**config.mk**
```make
export PLATFORM = sky130hd
export DESIGN_NAME = dmic_lookup
export DESIGN_NICKNAME = d
export VERILOG_FILES = /design/src/hw/rtl/dmic_pkg.sv /design/src/hw/rtl/dmic_lookup.sv
export SDC_FILE = /design/constraint.sdc
export NUM_CORES = 1
export LEC_CHECK = 0
export BUFFER_PORTS_ARGS = -buffer_cell sky130_fd_sc_hd__clkbuf_2
export CAP_MARGIN = 20
export CORE_MARGIN = 2
export CORE_UTILIZATION = 42
export CTS_BUF_LIST = sky130_fd_sc_hd__clkbuf_4
export CTS_CLUSTER_SIZE = 25
export DETAILED_ROUTE_END_ITERATION = 7
export GPL_TIMING_DRIVEN = 0
export HOLD_SLACK_MARGIN = 0.1
export PLACE_DENSITY = 0.82
export SLEW_MARGIN = 20
export SYNTH_ARGS = -nofsm -noshare
export SYNTH_HDL_FRONTEND = slang
export SYNTH_SLANG_ARGS = --single-unit
```
**constraint.sdc**
```tcl
create_clock -name clk -period 1.5 [get_ports clk]
set_input_delay 0.15 -clock clk [delete_from_list [all_inputs] [get_ports clk]]
set_output_delay 0.15 -clock clk [all_outputs]
set_load 0.005 [all_outputs]
```
**src/hw/rtl/dmic_pkg.sv**
```systemverilog
`default_nettype none
// ----------------------------------------------------------------------------
// dmic_pkg
// Shared widths, command codes and types of the direct-mapped instruction
// cache. Line count and words per line are powers of two.
// ----------------------------------------------------------------------------
package dmic_pkg;

    localparam int CMD_W      = 2;
    localparam int INDEX_IN_W = 9;
    localparam int ADDR_W     = 32;
    localparam int WORD_W     = 32;
    localparam int TAG_LSB    = 12;
    localparam int TAG_W      = ADDR_W - TAG_LSB;
    localparam int OFFSET_LSB = 2;

    localparam int LINE_COUNT_DEFAULT     = 512;
    localparam int WORDS_PER_LINE_DEFAULT = 8;

    localparam logic [CMD_W-1:0] CMD_PROBE      = 2'd0;
    localparam logic [CMD_W-1:0] CMD_FILL       = 2'd1;
    localparam logic [CMD_W-1:0] CMD_INVALIDATE = 2'd2;

    typedef struct packed {
        logic             probe;
        logic [TAG_W-1:0] tag;
    } dmic_req_t;

endpackage
`default_nettype wire

```
**src/hw/rtl/dmic_lookup.sv**
```systemverilog
`default_nettype none
// ----------------------------------------------------------------------------
// dmic_lookup
// Read stage and output register. It compares the stored tag with the probe
// tag once the memories return data and holds the result until taken.
// ----------------------------------------------------------------------------
module dmic_lookup (
    input  wire logic                         clk,
    input  wire logic                         rst_n,
    input  wire logic                         issue,
    input  wire dmic_pkg::dmic_req_t          req,
    input  wire logic [dmic_pkg::TAG_W:0]     tag_rdata,
    input  wire logic [dmic_pkg::WORD_W-1:0]  word_rdata,
    input  wire logic                         out_stall,
    output logic                              ready,
    output logic                              out_valid,
    output logic                              hit,
    output logic [dmic_pkg::WORD_W-1:0]       instruction_word
);

    import dmic_pkg::*;

    logic        s1_valid_reg;
    logic        s1_valid_next;
    dmic_req_t   s1_req_reg;
    logic        out_valid_reg;
    logic        out_valid_next;
    logic        hit_reg;
    logic        hit_next;
    logic [WORD_W-1:0] word_reg;
    logic [WORD_W-1:0] word_next;
    logic        advance;
    logic        match;

    assign advance = !out_valid_reg || !out_stall;
    assign ready   = !s1_valid_reg || advance;
    assign match   = s1_req_reg.probe && tag_rdata[TAG_W]
                     && (tag_rdata[TAG_W-1:0] == s1_req_reg.tag);

    always_comb
    begin
        s1_valid_next  = s1_valid_reg;
        out_valid_next = out_valid_reg;
        hit_next       = hit_reg;
        word_next      = word_reg;
        if (advance)
        begin
            out_valid_next = s1_valid_reg;
            hit_next       = match;
            word_next      = match ? word_rdata : '0;
            s1_valid_next  = 1'b0;
        end
        if (issue)
        begin
            s1_valid_next = 1'b1;
        end
    end

    always_ff @(posedge clk or negedge rst_n)
    begin
        if (!rst_n)
        begin
            s1_valid_reg  <= 1'b0;
            out_valid_reg <= 1'b0;
        end
        else
        begin
            s1_valid_reg  <= s1_valid_next;
            out_valid_reg <= out_valid_next;
        end
    end

    always_ff @(posedge clk)
    begin
        if (issue)
        begin
            s1_req_reg <= req;
        end
        hit_reg  <= hit_next;
        word_reg <= word_next;
    end

    assign out_valid        = out_valid_reg;
    assign hit              = hit_reg;
    assign instruction_word = word_reg;

endmodule
`default_nettype wire

```
==> results.md <==
- Slew @ Worst Pin: 0.7678 ns
- Remaining DRCs: 0
- Routed len/inst: 15.02 um
- Setup CP Type: reg2reg
- Flop pwr share: between 60% and 70%
- Unrepaired setup endpoints after global routing: yes
- Final instance area: 3570 um2
- Violated checks: negative setup slack
- FF-to-FF setup slack: -0.17 ns
- Crit. Startpoint: s1_req_reg[12]
- Post-synthesis sequential area ratio: 76.96%
- Slew Viols, Final: 0
- Commonest cells after routing, fill and taps aside: clkbuf_2, edfxtp_1, dlygate4sd3_1, xnor2_1, and3_1
- Final worst-path cycle share: 111.3%
- Sink Count: 56
- Initial Utilization: 43.08%
- Synthesized flop and latch total: 56
- Switching Fraction: 20.85%
- Final worst setup slack: -0.1700 ns
- Slew margin rel.: 48.63%
- Arrival time of the worst setup path: around 1.9 ns
- First-pass GRT wire length: 8721 um
- Final number of setup-violating endpoints: 33
- Crit path max fanout: 5
- Area after DPL: 2823 um2
- Met2 global-route usage: 39.20%
- Vias in the first global route: 1878
- Routed vias: between 1500 and 2000
- Met1 GRT Util: between 10% and 20%
- Post-layout min period: ~1.7 ns
- Largest net degree at the start of global routing: 35
- Worst min-delay path startpoint: word_rdata[13]
- Outcome: complete, but fails checks
- Grt peak-use layer: met2
- Drt total wl: 5633 um
- Via density: about 4.7
- Hold WS: 0.1257 ns
- Setup_tns: -4.795 ns
- Total power: 3.080 mW
- Achievable Freq: about 0.6 GHz
- Die Wd: approximately 76 um
- Routed Antenna Nets: 0
- Final net count: 382
- Maxcap violations: 0
- GRT overflow: 0
- Port Buffers: 112
- Hold Path Stages: 2
- I/O pins: 113
- Core Box Area: 5042 um2
- Ys Warns: 0
- Met3 GRT Util: under 10%
- Root buf cell: clkbuf_4
- CTS Buf Count: 5
- Peak supply drop: a little over 600 uV
- Cell Rows: 26
- Reg2reg end: instruction_word[9]
- Area Overhead vs Synth: 64.34%
- Worst R2R Path Depth: 6
- Post-synth cell types: 14
- Pwr Density: around 860 nW/um2
- Routability congestion estimate: 0.7355
- Power share of the combinational group: 13.1%
- Hold Vio Cnt, Final: 0
- Syn Nets: approximately 200
- Layout cells sized above 1: 49.18%
- Syn avg cell area: 17.10 um2
- Leakage: roughly 1.6 nW
- Die height: 75.92 um
- Worst hold endpoint: instruction_word[13]
- Worst EP required: 1.74 ns
- Clock Pin Slew Worst Setup and Hold Paths: 0.16 ns
- Dpl ws: -0.2567 ns
- Initial antenna violation count: 0
- Die area: 5763 um2
- Commonest non-fill, non-tap cell in the layout: clkbuf_2
- N_diodes: 0
- Pre-antenna DRT Iters: 4
- Overall routing resource usage: about a fifth
- Mapped cell area: 2172 um2
- Cell count after synthesis: 127
- CTS max path bufs: 2
- Clk pwr share: around a quarter
- Setup Skew: about 0.014 ns
- Hold Crit Class: in2reg
- Reg-to-Reg Start: s1_req_reg[12]
- Worst setup SP type: flop
- Crit path capture type: flop
- CTS tree: built
- Int Power: 2.438 mW
- Max reg flops: 32
- Iteration-0 DRC Markers: 95
- Number of H-tree levels: 2
- Net switching power: around 640 uW
- DP Wirelength: ~3200 um
- Clk_lat worst skew: 0.37 ns
==> through the flow <==
step	instances	util [%]
global route	375	70.79
CTS	373	69.26
finish	375	70.79
global placement	309	55.98
floorplan	127	-
detailed placement	309	55.98
==> critical path: stages (launching register included) <==
cell and delay, ns:
edfxtp_1 0.42, xnor2_1 0.16, nand4_1 0.16, nor4_4 0.32
buf_4 0.19, buf_6 0.12, and3_4 0.16
==> cell usage after synthesis <==
library cell  instances  share of area, %
edfxtp_1             54                75
and3_1               29               8.4
xnor2_1              20               8.1
nand4_1               4               1.2
and3_2                3               1.0
buf_4                 3               1.0
clkbuf_1              3              0.52
nand3_1               3              0.69
dfrtp_1               2               2.3
nand2b_1              2              0.58
and2_1                1              0.29
nand2_1               1              0.17
nor2_1                1              0.17
nor4_4                1              0.98
==> area by class of cell <==
| class | instances | area, um2 |
|---|---|---|
| multi-input cells | 65 | 545.5 |
| plain buffers | 6 | 48.80 |
| well taps | 70 | 87.58 |
| fillers | 343 | 1473 |
| repair buffers | 170 | 1136 |
| clock inverters | 2 | 35.03 |
| clock buffers | 6 | 45.04 |
| flip-flops and latches | 56 | 1672 |
==> logic make-up after synthesis <==
group                     after synthesis  synth area share (%)
xor gates and xnor gates               20                 8.065
buffers and inverters                   6                 1.555
DFF                                    56                 76.96
and+or+nand+nor                        45                 13.42
==> power groups by stage <==
stage / Clock [mW] / Combinational [mW] / Sequential (mW)
detailed placement: 0 / 0.280 / 1.90
floorplan: 0 / 0.0945 / 1.90
global placement: 0 / 0.276 / 1.89
global route: 0.887 / 0.432 / 1.87
finish: 0.816 / 0.403 / 1.86
CTS: 0.837 / 0.391 / 1.86
==> routing by layer <==
metal  wire length (um)  share of wire (%)
met2               3163                 56
met3                394                7.0
met5                  0                  0
met1               1964                 35
met4                110                2.0
==> what timing repair did <==
item,CTS,global route
gates cloned,1,2
setup buffers,2,0
setup endpoints to repair,33,33
pin swaps,11,19
endpoints found under the hold margin,53,0
gates resized for setup,11,16
hold buffers,53,0
==> worst max-delay path by stage <==
stage | slack [ns] | end | cells after the start
finish | -0.17 | instruction_word[9] | 6
detailed placement | -0.26 | instruction_word[10] | 5
CTS | -0.14 | instruction_word[10] | 6
global route | -0.24 | instruction_word[9] | 6
global placement | -0.24 | instruction_word[8] | 5
floorplan | 0.02 | instruction_word[10] | 5
No activity file was read; power rests on OpenSTA's default activity.
