==> src/hw/rtl/dmic_pkg.sv <==
`default_nettype none
// ----------------------------------------------------------------------------
// dmic_pkg
// Shared widths, command codes and types of the direct-mapped instruction
// cache. Line count and words per line are powers of two.
// ----------------------------------------------------------------------------
package dmic_pkg;

    localparam int CMD_W      = 2;
    localparam int INDEX_IN_W = 9;
    localparam int ADDR_W     = 32;
    localparam int WORD_W     = 32;
    localparam int TAG_LSB    = 12;
    localparam int TAG_W      = ADDR_W - TAG_LSB;
    localparam int OFFSET_LSB = 2;

    localparam int LINE_COUNT_DEFAULT     = 512;
    localparam int WORDS_PER_LINE_DEFAULT = 8;

    localparam logic [CMD_W-1:0] CMD_PROBE      = 2'd0;
    localparam logic [CMD_W-1:0] CMD_FILL       = 2'd1;
    localparam logic [CMD_W-1:0] CMD_INVALIDATE = 2'd2;

    typedef struct packed {
        logic             probe;
        logic [TAG_W-1:0] tag;
    } dmic_req_t;

endpackage
`default_nettype wire

==> src/hw/rtl/dmic_sweep.sv <==
`default_nettype none
// ----------------------------------------------------------------------------
// dmic_sweep
// Clearing sequencer. After reset and after each invalidate it walks the tag
// memory one line per cycle so that every line reads as invalid.
// ----------------------------------------------------------------------------
module dmic_sweep #(
    parameter int LINE_COUNT = dmic_pkg::LINE_COUNT_DEFAULT
) (
    input  wire logic                          clk,
    input  wire logic                          rst_n,
    input  wire logic                          start,
    output logic                               active,
    output logic [$clog2(LINE_COUNT)-1:0]      index
);

    localparam int IDX_W = $clog2(LINE_COUNT);

    logic             active_reg;
    logic             active_next;
    logic [IDX_W-1:0] count_reg;
    logic [IDX_W-1:0] count_next;

    always_comb
    begin
        active_next = active_reg;
        count_next  = count_reg;
        if (active_reg)
        begin
            if (count_reg == IDX_W'(LINE_COUNT - 1))
            begin
                active_next = 1'b0;
                count_next  = '0;
            end
            else
            begin
                count_next = count_reg + 1'b1;
            end
        end
        else if (start)
        begin
            active_next = 1'b1;
            count_next  = '0;
        end
    end

    always_ff @(posedge clk or negedge rst_n)
    begin
        if (!rst_n)
        begin
            active_reg <= 1'b1;
            count_reg  <= '0;
        end
        else
        begin
            active_reg <= active_next;
            count_reg  <= count_next;
        end
    end

    assign active = active_reg;
    assign index  = count_reg;

endmodule
`default_nettype wire

==> config.mk <==
export PLATFORM = sky130hd
export DESIGN_NAME = dmic_sweep
export DESIGN_NICKNAME = d
export VERILOG_FILES = /design/src/hw/rtl/dmic_pkg.sv /design/src/hw/rtl/dmic_sweep.sv
export SDC_FILE = /design/constraint.sdc
export NUM_CORES = 1
export LEC_CHECK = 0
export BUFFER_PORTS_ARGS = -buffer_cell sky130_fd_sc_hd__buf_2
export CORE_AREA = 2 2 39 41
export CTS_CLUSTER_DIAMETER = 100
export DETAILED_ROUTE_END_ITERATION = 7
export DIE_AREA = 0 0 41 43
export PLACE_DENSITY_LB_ADDON = 0.2
export REMOVE_ABC_BUFFERS = 1
export SLEW_MARGIN = 20
export SYNTH_ARGS = -nofsm -noshare
export SYNTH_HDL_FRONTEND = slang
export SYNTH_SLANG_ARGS = --single-unit
==> constraint.sdc <==
create_clock -name clk -period 2.15 [get_ports clk]
set_input_delay 0.215 -clock clk [delete_from_list [all_inputs] [get_ports clk]]
set_output_delay 0.215 -clock clk [all_outputs]
set_load 0.01 [all_outputs]
==> results.txt, run 1 <==
The run finished with clean final reports. The first global-routing pass estimated 1780 um of wire. The detailed router finished its first iteration with 3 violations. For this run, the top clock speed supported by timing is 0.542 GHz. Number of warnings issued by yosys: 0. The cell sitting at the root of the clock tree is a clkbuf_4.

Dominant combinational cell family by area after synthesis: simple AND/OR/NAND/NOR gates. In the final design database the tool counted 74 nets. The fraction of the mapped netlist area in adder cells came out at 0.0683. The tightest min-delay check is of the in2reg type.

Summing all multi-input logic gate instances after layout gives 265 um2. The run gives 444 as the total via count after detailed routing. The tools report the via count of the first global-routing pass as 396.

Routability-driven placement finished with a final weighted congestion of 0.702. After synthesis the netlist holds a flip-flop and latch count of 10. The simple-gate share of the synthesized area was 0.169; the required time reported for the critical path endpoint was 2.30 ns. Post-CTS timing repair inserted 0 buffers for setup. In the final layout, flip-flops and latches occupy 251 um2.

Data arrival time at the worst-slack endpoint: 1.99 ns. The normalized max-slew margin is 0.768. The run gives 0 ns as the setup TNS. The run gives 3 as the number of buffers inserted during clock tree synthesis. The number of pins with negative max-slew slack in the final report was 0.

The floorplan step defined a die boundary enclosing 0.00176 mm2. From left edge to right edge, the die measures 41 um. The routed design could run at a clock period as short as 1.85 ns. The share of the cycle needed by the critical path after routing was 0.859; the count of buffers inserted at the top-level ports was 12. The global-route total usage across every layer is 0.148, and the clock insertion delay at the later pin of the skew report is 0.26 ns. The area of the mapped netlist was 549 um2.

Fill cells in the final layout number 147. TritonCTS built the clock tree. The dominant delay contributor by cell family on the critical path was simple AND/OR/NAND/NOR gates. Dividing total power by cell area gives a power density of 1380 mW/mm2. The worst-path maximum fanout came out at 10. STA classifies the critical path startpoint as a register. For the residual DRC count, the log shows 0.

The peak per-stage delay on the critical path is 0.46 ns, and the deepest clock path buffer count is 2. Clock-pin slew on the worst setup and hold paths: 0.07 ns. CTS saw 10 sinks.

After legalization and detailed placement, the total HPWL measured 783 um. The signal on the critical path passes through ha_1 -> nand3_1 -> nor2_1 -> ha_1 -> and2b_1 -> mux2_2. Overall power consumption after layout is estimated at 0.915 mW. The pin count of the biggest net entering global routing was 11; the multiplexer area fraction after synthesis was 0.0569. The tools report the post-detailed-routing wire length as 1100 um. The setup path with the least slack is of type reg2reg. The area growth from synthesis to layout works out to 20.5%. The fraction of synthesized cell area in xor and xnor cells is 0.0319, and the synthesized area per cell is 10.6 um2. The count of unique library cells instantiated by Yosys was 25.

Via density per instance: 5.35. In this design, the critical path's most frequently occurring cell is ha_1. Setup repair after global routing left no endpoint under its margin. From bottom edge to top edge, the die measures 43 um. The core region is 0.00138 mm2.

The initial antenna violation count is 0, and the clock skew after layout is 0.00241 ns. The run gives 1 as the number of H-tree branching levels. The slowest stage of the critical path is the dfrtp_1 cell. The setup violation total in the final timing report is 0. Once detail routing completed, the nets flagged for antenna violations numbered 0. The worst setup path is captured at a register.

The fraction of layout cells with a size suffix above 1 was 0.313. Complex-gate fraction of the synthesized area: 0.157. Summed over all cells, the static leakage comes to 0.317 nW. The first detailed-routing pass took 4 iterations.

For this run the aggregate overflow at the end of global routing stands at 0. The logs give 0.458 for the sequential area share after synthesis and 0 for the count of max-cap constraint violations. The number of endpoints with negative hold slack in the final report was 0. The effective utilization at floorplan was 0.397; the number of cell rows was 14. The critical path buffer and inverter count is 0, and the number of flip-flops in the largest register is 9. The wire length per cell works out to 13.3 um. The slew of the pin with the lowest slew margin works out to 0.348 ns. For the cell count after synthesis, the log shows 52.

0 antenna diodes ended up in the layout. IR analysis of the VDD net gives a maximum drop of 433 uV. The tools report the I/O pin count as 13.
-- layout make-up --
class / instances / area share
Sequential cell: 10 / 0.380
Timing Repair Buffer: 14 / 0.117
Clock buffer: 4 / 0.0548
Inverter: 3 / 0.0170
Multi-Input combinational cell: 36 / 0.401
Tap cell: 16 / 0.0302
-- metal layers --
metal	GRT usage	wire length, um	share of wire	vias up
met5	0	0	0	-
met4	0.0600	0	0	0
met3	0.0314	60	0.054	0
met2	0.209	494	0.45	13
met1	0.213	548	0.50	208
li1	-	-	-	223
-- power breakdown --
group / switching (mW) / internal [mW] / total, mW
clock network: 0.0652 / 0.103 / 0.168
logic: 0.172 / 0.192 / 0.364
registers: 0.114 / 0.269 / 0.383
total: 0.351 / 0.564 / 0.915
-- cell usage in the layout, fill, tap and decap left out --
cell type      instances
xnor2_1                2
dlygate4sd3_1          1
a22o_2                 1
nor2_2                 1
o21ai_1                2
clkbuf_4               3
mux2_2                 1
and4_1                 1
o211ai_1               1
nand4_1                1
nand4b_1               1
inv_1                  3
a31oi_1                3
nand3_1                6
nor2_1                 1
dfstp_2                1
ha_1                   3
and2b_1                1
a41oi_1                1
mux2i_1                2
buf_2                 12
a22o_1                 3
buf_4                  1
and4b_1                1
nand2_1                3
clkbuf_8               1
dfrtp_1                9
a21oi_1                1
-- logic make-up (layout without fill, tap and decap cells) --
family / after synthesis / after routing
adders and majority gates: 3 / 3
muxes: 3 / 3
DFF: 10 / 10
buffers and inverters: 6 / 21
xor gates and xnor gates: 2 / 2
and+or+nand+nor: 16 / 16
AOI/OAI and AO/OA: 12 / 12
-- cell usage after synthesis --
| cell type | n | area, um2 |
|---|---|---|
| nand4b_1 | 1 | 8.76 |
| inv_1 | 3 | 11.3 |
| nor2_2 | 1 | 6.26 |
| a22o_2 | 1 | 10.0 |
| buf_2 | 2 | 10.0 |
| nand3_1 | 6 | 30.0 |
| o21ai_1 | 2 | 10.0 |
| and4_1 | 1 | 8.76 |
| o211ai_1 | 1 | 7.51 |
| a21oi_1 | 1 | 5.00 |
| xnor2_1 | 2 | 17.5 |
| a31oi_1 | 3 | 18.8 |
| dfrtp_1 | 9 | 225 |
| buf_6 | 1 | 11.3 |
| a22o_1 | 3 | 26.3 |
| mux2i_1 | 2 | 20.0 |
| nor2_1 | 1 | 3.75 |
| nand4_1 | 1 | 6.26 |
| ha_1 | 3 | 37.5 |
| nand2_1 | 3 | 11.3 |
| mux2_2 | 1 | 11.3 |
| a41oi_1 | 1 | 8.76 |
| dfstp_2 | 1 | 26.3 |
| and4b_1 | 1 | 10.0 |
| and2b_1 | 1 | 7.51 |
-- stage by stage --
stage | area [um2] | hold slack (ns) | utilization | worst slack (ns) | std cells
floorplan | 528 | -0.0806 | - | 0.440 | 49
global placement | 616 | 0.0884 | 0.445 | 0.351 | 78
detailed placement | 616 | 0.0914 | 0.445 | 0.323 | 78
CTS | 662 | 0.156 | 0.478 | 0.307 | 83
global route | 662 | 0.182 | 0.478 | 0.134 | 83
finish | 662 | 0.162 | 0.478 | 0.304 | 83
-- final timing paths --
path | from | endpoint | slack [ns] | cells after the start
max | index[0] | index[0] | 0.30 | 6
max reg2reg | index[0] | index[0] | 0.30 | 6
min | start | active | 0.16 | 3
max in group asynchronous | rst_n | active | 1.56 | 2
min in group asynchronous | rst_n | index[5] | 0.34 | 2
min reg2reg | active | active | 0.53 | 1
-- repair_timing --
item | in CTS | in global routing
gates resized for setup | 0 | 0
endpoints found under the hold margin | 9 | 0
hold buffers | 1 | 0
-- worst min-delay path, cell delays in order --
cell and delay, ns:
buf_2 0.11, inv_1 0.04, mux2i_1 0.06
Note: power is estimated with default switching activity, not from simulation.
==> inputs of run 2 (changes only) <==
BUFFER_PORTS_ARGS = -buffer_cell sky130_fd_sc_hd__buf_4   (was -buffer_cell sky130_fd_sc_hd__buf_2)
HOLD_SLACK_MARGIN = 0.1   (was unset)
==> run 2 against run 1 <==
  * Die area unchanged
  * First-iteration DRC count rose to 4.3 times the previous value
  * Wire length up 7.7%
  * Via count up 3.2%
  * Critical path type unchanged
  * Largest cell class unchanged
  * Highest routed layer is now met4
==> results.txt, run 2 (synthesized netlist as in run 1, its figures left out) <==
CTS placed an instance of clkbuf_4 at the clock tree root. The area growth from synthesis to layout works out to 24.6%. The logs give 0.00176 mm2 for the die area and 2.33 ns for the required time reported for the critical path endpoint.

The clock insertion delay at the later pin of the skew report came out at 0.27 ns. For the number of nets still failing antenna checks after routing, the log shows 0. The number of pins with negative max-slew slack in the final report is 0. In the post-route analysis, the smallest setup slack over all paths is 0.263 ns. The final net count came out at 73. The most common cell after layout, fill and taps aside was buf_4. The worst setup path is of the reg2reg kind. After detailed routing, the average wire length per cell comes to 14.5 um.

For this run, the detailed router's first-pass iteration total came to 4. The total via count after detailed routing is 458. The number of endpoints with negative hold slack in the final report was 0. Start point of the worst hold path: start. The tools report the number of H-tree branching levels as 1. Setup violations remaining at the end of the flow were counted as 0.

The worst register-to-register path ends at index[5]. Dividing the detail-routed via count by the number of cells gives 5.59. Power spread over the standard cell area amounts to 1410 mW/mm2. The tools report the violation count after the first detailed-routing iteration as 13.

Derived from the worst setup path, the maximum achievable clock frequency is 0.530 GHz. The worst path needs 1.89 ns of the cycle, external delays included. The global-route total usage across every layer is 0.152. The tools report the critical path endpoint as index[5]. The register with the most flip-flops in the layout has 9 of them. In this run the static leakage power is 0.323 nW.

The share of the cycle needed by the critical path after routing is 0.877, and the number of buffers inserted during clock tree synthesis is 3. Normalized max-slew margin: 0.781. The fraction of layout cells with a size suffix above 1 was 0.303; the count of max-cap constraint violations was 0.

Along the worst path, the maximum fanout reaches 10. For the effective utilization at floorplan, the log shows 0.397. The number of antenna diodes in the final layout is 0.

Clock tree synthesis found a total of 10 sinks. For the pin with the worst max-slew slack, the measured transition is 0.328 ns. The setup TNS was 0 ns.

After floorplanning, the core was divided into 14 placement rows. The first global-routing pass estimated 1820 um of wire. Once the clock tree was built, the setup fixing pass inserted 0 buffers. In the routed design, unresolved DRC markers number 0. For this run the aggregate overflow at the end of global routing stands at 0.

The length in cells of the worst reg-to-reg path works out to 7. Endpoint kind of the worst setup timing path: a register. The startpoint identified for the worst register-to-register timing path is index[0]. Along the worst hold path, the cell count comes to 3. The x dimension of the die was 41 um; the cell count after placement was 77. The min-delay analysis places its worst path in the category in2reg.

After the flow finishes, the layout carries non-filler instances totaling 82. The initial antenna violation count was 0. On the final layout, the worst clock skew is 0.00429 ns. Clock-pin slew on the worst setup and hold paths: 0.07 ns. The via count of the first global-routing pass is 417, and the count of buffers inserted at the top-level ports is 12. The wire-length estimate of the detail-placed layout is 801 um. At the placement stage, the worst setup path has a slack of 0.296 ns. Routability-driven placement finished with a final weighted congestion of 0.731.

For this block, the routed nets add up to 1190 um of wire. The top cell types in the final layout, fill and taps aside, are buf_4, dfrtp_1, nand3_1. The I/O pin count is 13, and the pin count of the biggest net entering global routing is 11. The run finished with clean final reports.

Setup repair after global routing left no endpoint under its margin. TritonCTS built the clock tree. In this run the register-to-register setup slack is 0.26 ns. Overall power consumption after layout is estimated at 0.963 mW. Tracing the worst setup path back leads to its startpoint at index[0]. No sink is reached through more buffers than the 2 on the longest clock path.

VDD sags by at most 542 uV. The die is 43 um tall. The tools report the placeable core region as 0.00138 mm2. Data on the critical path arrives at its endpoint at 2.07 ns. The startpoint class of the critical path was a register.
run 2: cell types whose count changed in the layout (fill, tap and decap cells not counted):
| cell | change |
|---|---|
| buf_2 | -12 |
| buf_4 | +11 |
run 2: power breakdown:
| part | total, mW | switching [mW] | leakage (nW) | internal (mW) |
|---|---|---|---|---|
| clock network | 0.173 | 0.0704 | 0.0210 | 0.103 |
| registers | 0.409 | 0.140 | 0.118 | 0.269 |
| logic | 0.381 | 0.158 | 0.184 | 0.222 |
run 2: final cells by class:
type,count,area [um2]
flip-flops and latches,10,251
fillers,131,699
multi-input cells,36,265
clock buffers,4,36.3
well taps,16,20.0
inverters,3,11.3
repair buffers,13,100
run 2: per-stage QoR:
step	util	hold slack [ns]	instance area [um2]
floorplan	-	-0.0806	528
global route	0.495	0.189	684
CTS	0.495	0.162	684
detailed placement	0.461	0.0529	638
global placement	0.461	0.0509	638
finish	0.495	0.161	684
run 2: critical path: stages, from the launching register on:
cell and delay, ns:
dfrtp_1 0.46, ha_1 0.29, nand3_1 0.11, nor2_1 0.06, ha_1 0.18, and2b_1 0.38
o21ai_1 0.12, a31oi_1 0.20
run 2: how the worst min path moves through the flow:
stage / to
2_1_floorplan: index[0]
3_3_place_gp: index[5]
3_5_place_dp: index[4]
4_1_cts: active
5_1_grt: active
6_report: active
run 2: what timing repair did:
action | 4_1_cts | 5_1_grt
endpoints found under the hold margin | 10 | 0
resized for setup | 0 | 0
hold buffers | 1 | 0
run 2: routing by layer:
layer	vias up	share of wire	track usage
met5	-	0	0
met4	0	0.0034	0.0800
met3	2	0.051	0.0314
met2	14	0.47	0.200
met1	219	0.48	0.224
li1	223	-	-
==> inputs of run 3 (changes only) <==
CTS_BUF_LIST = sky130_fd_sc_hd__clkbuf_8   (was unset)
clock period = 1.8 ns   (was 2.15 ns; I/O delays follow)
==> run 3 against run 2 <==
  * Sequential share of layout area is 2.6 points lower
  * Clock power is 38% higher
  * Worst setup slack worse by 0.11 ns
  * Final area is 7.7% higher
  * Count of clock-buffer cells in the layout is 1 lower
  * First-iteration DRC count is 54% lower
==> results.txt, run 3 (synthesized netlist as in run 1, its figures left out) <==
The via density per instance came out at 5.76. The clock drives 10 sinks. The violation count after the first detailed-routing iteration was 6; the pin count of the biggest net entering global routing was 11. The setup violation total in the final timing report came out at 0.

For the number of endpoints with negative hold slack in the final report, the log shows 0. Leaving out filler cells and counting taps, the final layout contains 87. The run gives 0.771 as the normalized max-slew margin.

The residual DRC count is 0, and the detailed-router iteration count before antenna repair is 4. At the pin with the least slew margin, the transition time is 0.343 ns. The initial antenna violation count is 0, and the critical path buffer and inverter count is 0. The effective utilization at floorplan is 0.397.

The peak per-stage delay on the critical path was 0.35 ns. Count of fill cells added during filler insertion: 129. The share of the cycle needed by the critical path after routing was 0.915; the I/O pin count was 13. The final weighted congestion in routability-driven placement is 0.786.

The slowest stage of the critical path belongs to the cell dfrtp_1. The number of buffers inserted during clock tree synthesis is 3. For the worst-skew pair, the clock arrives at the later sink with an insertion delay of 0.24 ns. The die covers 0.00176 mm2. The critical path in this run is classified as reg2reg. Number of setup buffers added after CTS: 0. Setup repair after global routing left no endpoint under its margin. The repair_antennas step left the layout with diodes totalling 0. The first global-routing pass estimated 1950 um of wire.

STA puts the critical path data required time at 1.92 ns. The final net count is 78. The initialized floorplan defines 14 standard-cell rows. Counting cells, the worst reg-to-reg path comes to 7. After global routing the overflow that remains totals 0.

The flow ran to the end, and the final reports show no timing, DRC or antenna violations. The die is 41 um wide. The tools report the number of H-tree branching levels as 1. Across the run, the number of max-cap violations was 0. The count of buffers added on input and output ports is 12. The worst setup path is captured at a register. Leaving out fill and tap cells, the most frequent cells in the layout are buf_4, dfrtp_1, nand3_1.

The cell depth of the worst setup path was 7. TritonCTS built the clock tree. For the placeable core region, the log shows 0.00138 mm2. On the critical path the largest part of the delay comes from simple AND/OR/NAND/NOR gates. The tools report the total via count after detailed routing as 501.

The die height came out at 43 um. Global-route total usage across every layer: 0.168. The min-delay analysis places its worst path in the category in2reg. The core occupancy in the finished layout was 0.533; the number of pins with negative max-slew slack in the final report was 0. Clock-pin slew on the worst setup and hold paths: 0.05 ns.

Startpoint class of the critical path: a register. The instance count along the most critical hold path is 3, and the via count of the first global-routing pass is 435. The tools report the deepest clock path buffer count as 2.

For the final routed database, the setup TNS stands at 0 ns. The run gives 0 as the number of nets still failing antenna checks after routing. The most common cell after layout, fill and taps aside was buf_4. In this run the worst path has a maximum fanout of 10. In the final routed layout, each cell accounts on average for 14.2 um. The power per cell area was 1720 mW/mm2; the post-detailed-routing wire length was 1230 um. The logs give 689 uV for the maximum vdd drop and 1.76 ns for the data arrival time at the worst-slack endpoint. Between clock sinks in the finished design, the worst skew comes to 0.00314 ns. The analysis attributes to cell leakage a power of 0.351 nW. The root buffer cell chosen for the clock tree is clkbuf_8. The clock period minus final worst setup slack works out to 1.65 ns. Static timing analysis puts the maximum clock frequency at 0.607 GHz. The register with the most flip-flops in the layout has 9 of them. The fraction of layout cells with a size suffix above 1 was 0.380.

On the final layout, the worst hold slack is 0.157 ns. Area growth from synthesis to layout: 34.2%. In this run, placement finished with an instance count of 82.

The critical path goes through ha_2 -> nand3_1 -> nor2_2 -> ha_1 -> and2b_2 -> a21oi_1 -> mux2i_1.
==> run 3: tightest hold or removal path, delay by kind of cell <==
kind / cells / cell delay (ns)
buf+inv: 2 / 0.15
mux: 1 / 0.05
==> run 3: report_power, final <==
| group | leakage (nW) | internal (mW) | switching [mW] |
|---|---|---|---|
| clock | 0.0269 | 0.149 | 0.0895 |
| sequential | 0.118 | 0.323 | 0.0856 |
| combinational | 0.207 | 0.335 | 0.288 |
==> run 3: timing repair <==
item / 4_1_cts / 5_1_grt
hold endpoints to repair: 10 / 0
gates resized for setup: 0 / 3
endpoints found under the setup margin: 0 / 8
hold buffers: 1 / 0
==> run 3: metal layers <==
layer  GRT usage  part of all wire  vias to the layer above
met5           0                 0                        -
met4       0.100             0.022                        0
met3      0.0471             0.054                        4
met2       0.250              0.47                       24
met1       0.205              0.45                      239
li1            -                 -                      234
==> run 3: path summary, 6_finish.rpt <==
path / startpoint / to / slack (ns)
hold / removal: start / active / 0.16
hold reg to reg: active / active / 0.52
setup / recovery: index[0] / index[2] / 0.15
setup reg to reg: index[0] / index[2] / 0.15
max in group asynchronous: rst_n / active / 1.28
min in group asynchronous: rst_n / index[4] / 0.30
==> run 3: per-stage QoR <==
stage                     setup slack [ns]  total power, mW  area, um2
final                                0.152             1.27        737
after global routing               0.00463             1.36        737
after CTS                           0.0280             1.27        731
after detailed placement            0.0416             1.03        676
after global placement              0.0948             1.02        676
after floorplan                     0.0899            0.720        528
==> run 3: area by class of cell <==
cell class | count | area [um2] | area share
Inverter | 3 | 11.3 | 0.0153
Clock buffer | 3 | 41.3 | 0.0560
Multi-Input combinational cell | 36 | 272 | 0.368
Clock inverter | 1 | 3.75 | 0.00509
Timing Repair Buffer | 18 | 138 | 0.187
Sequential cell | 10 | 251 | 0.341
Tap cell | 16 | 20.0 | 0.0272
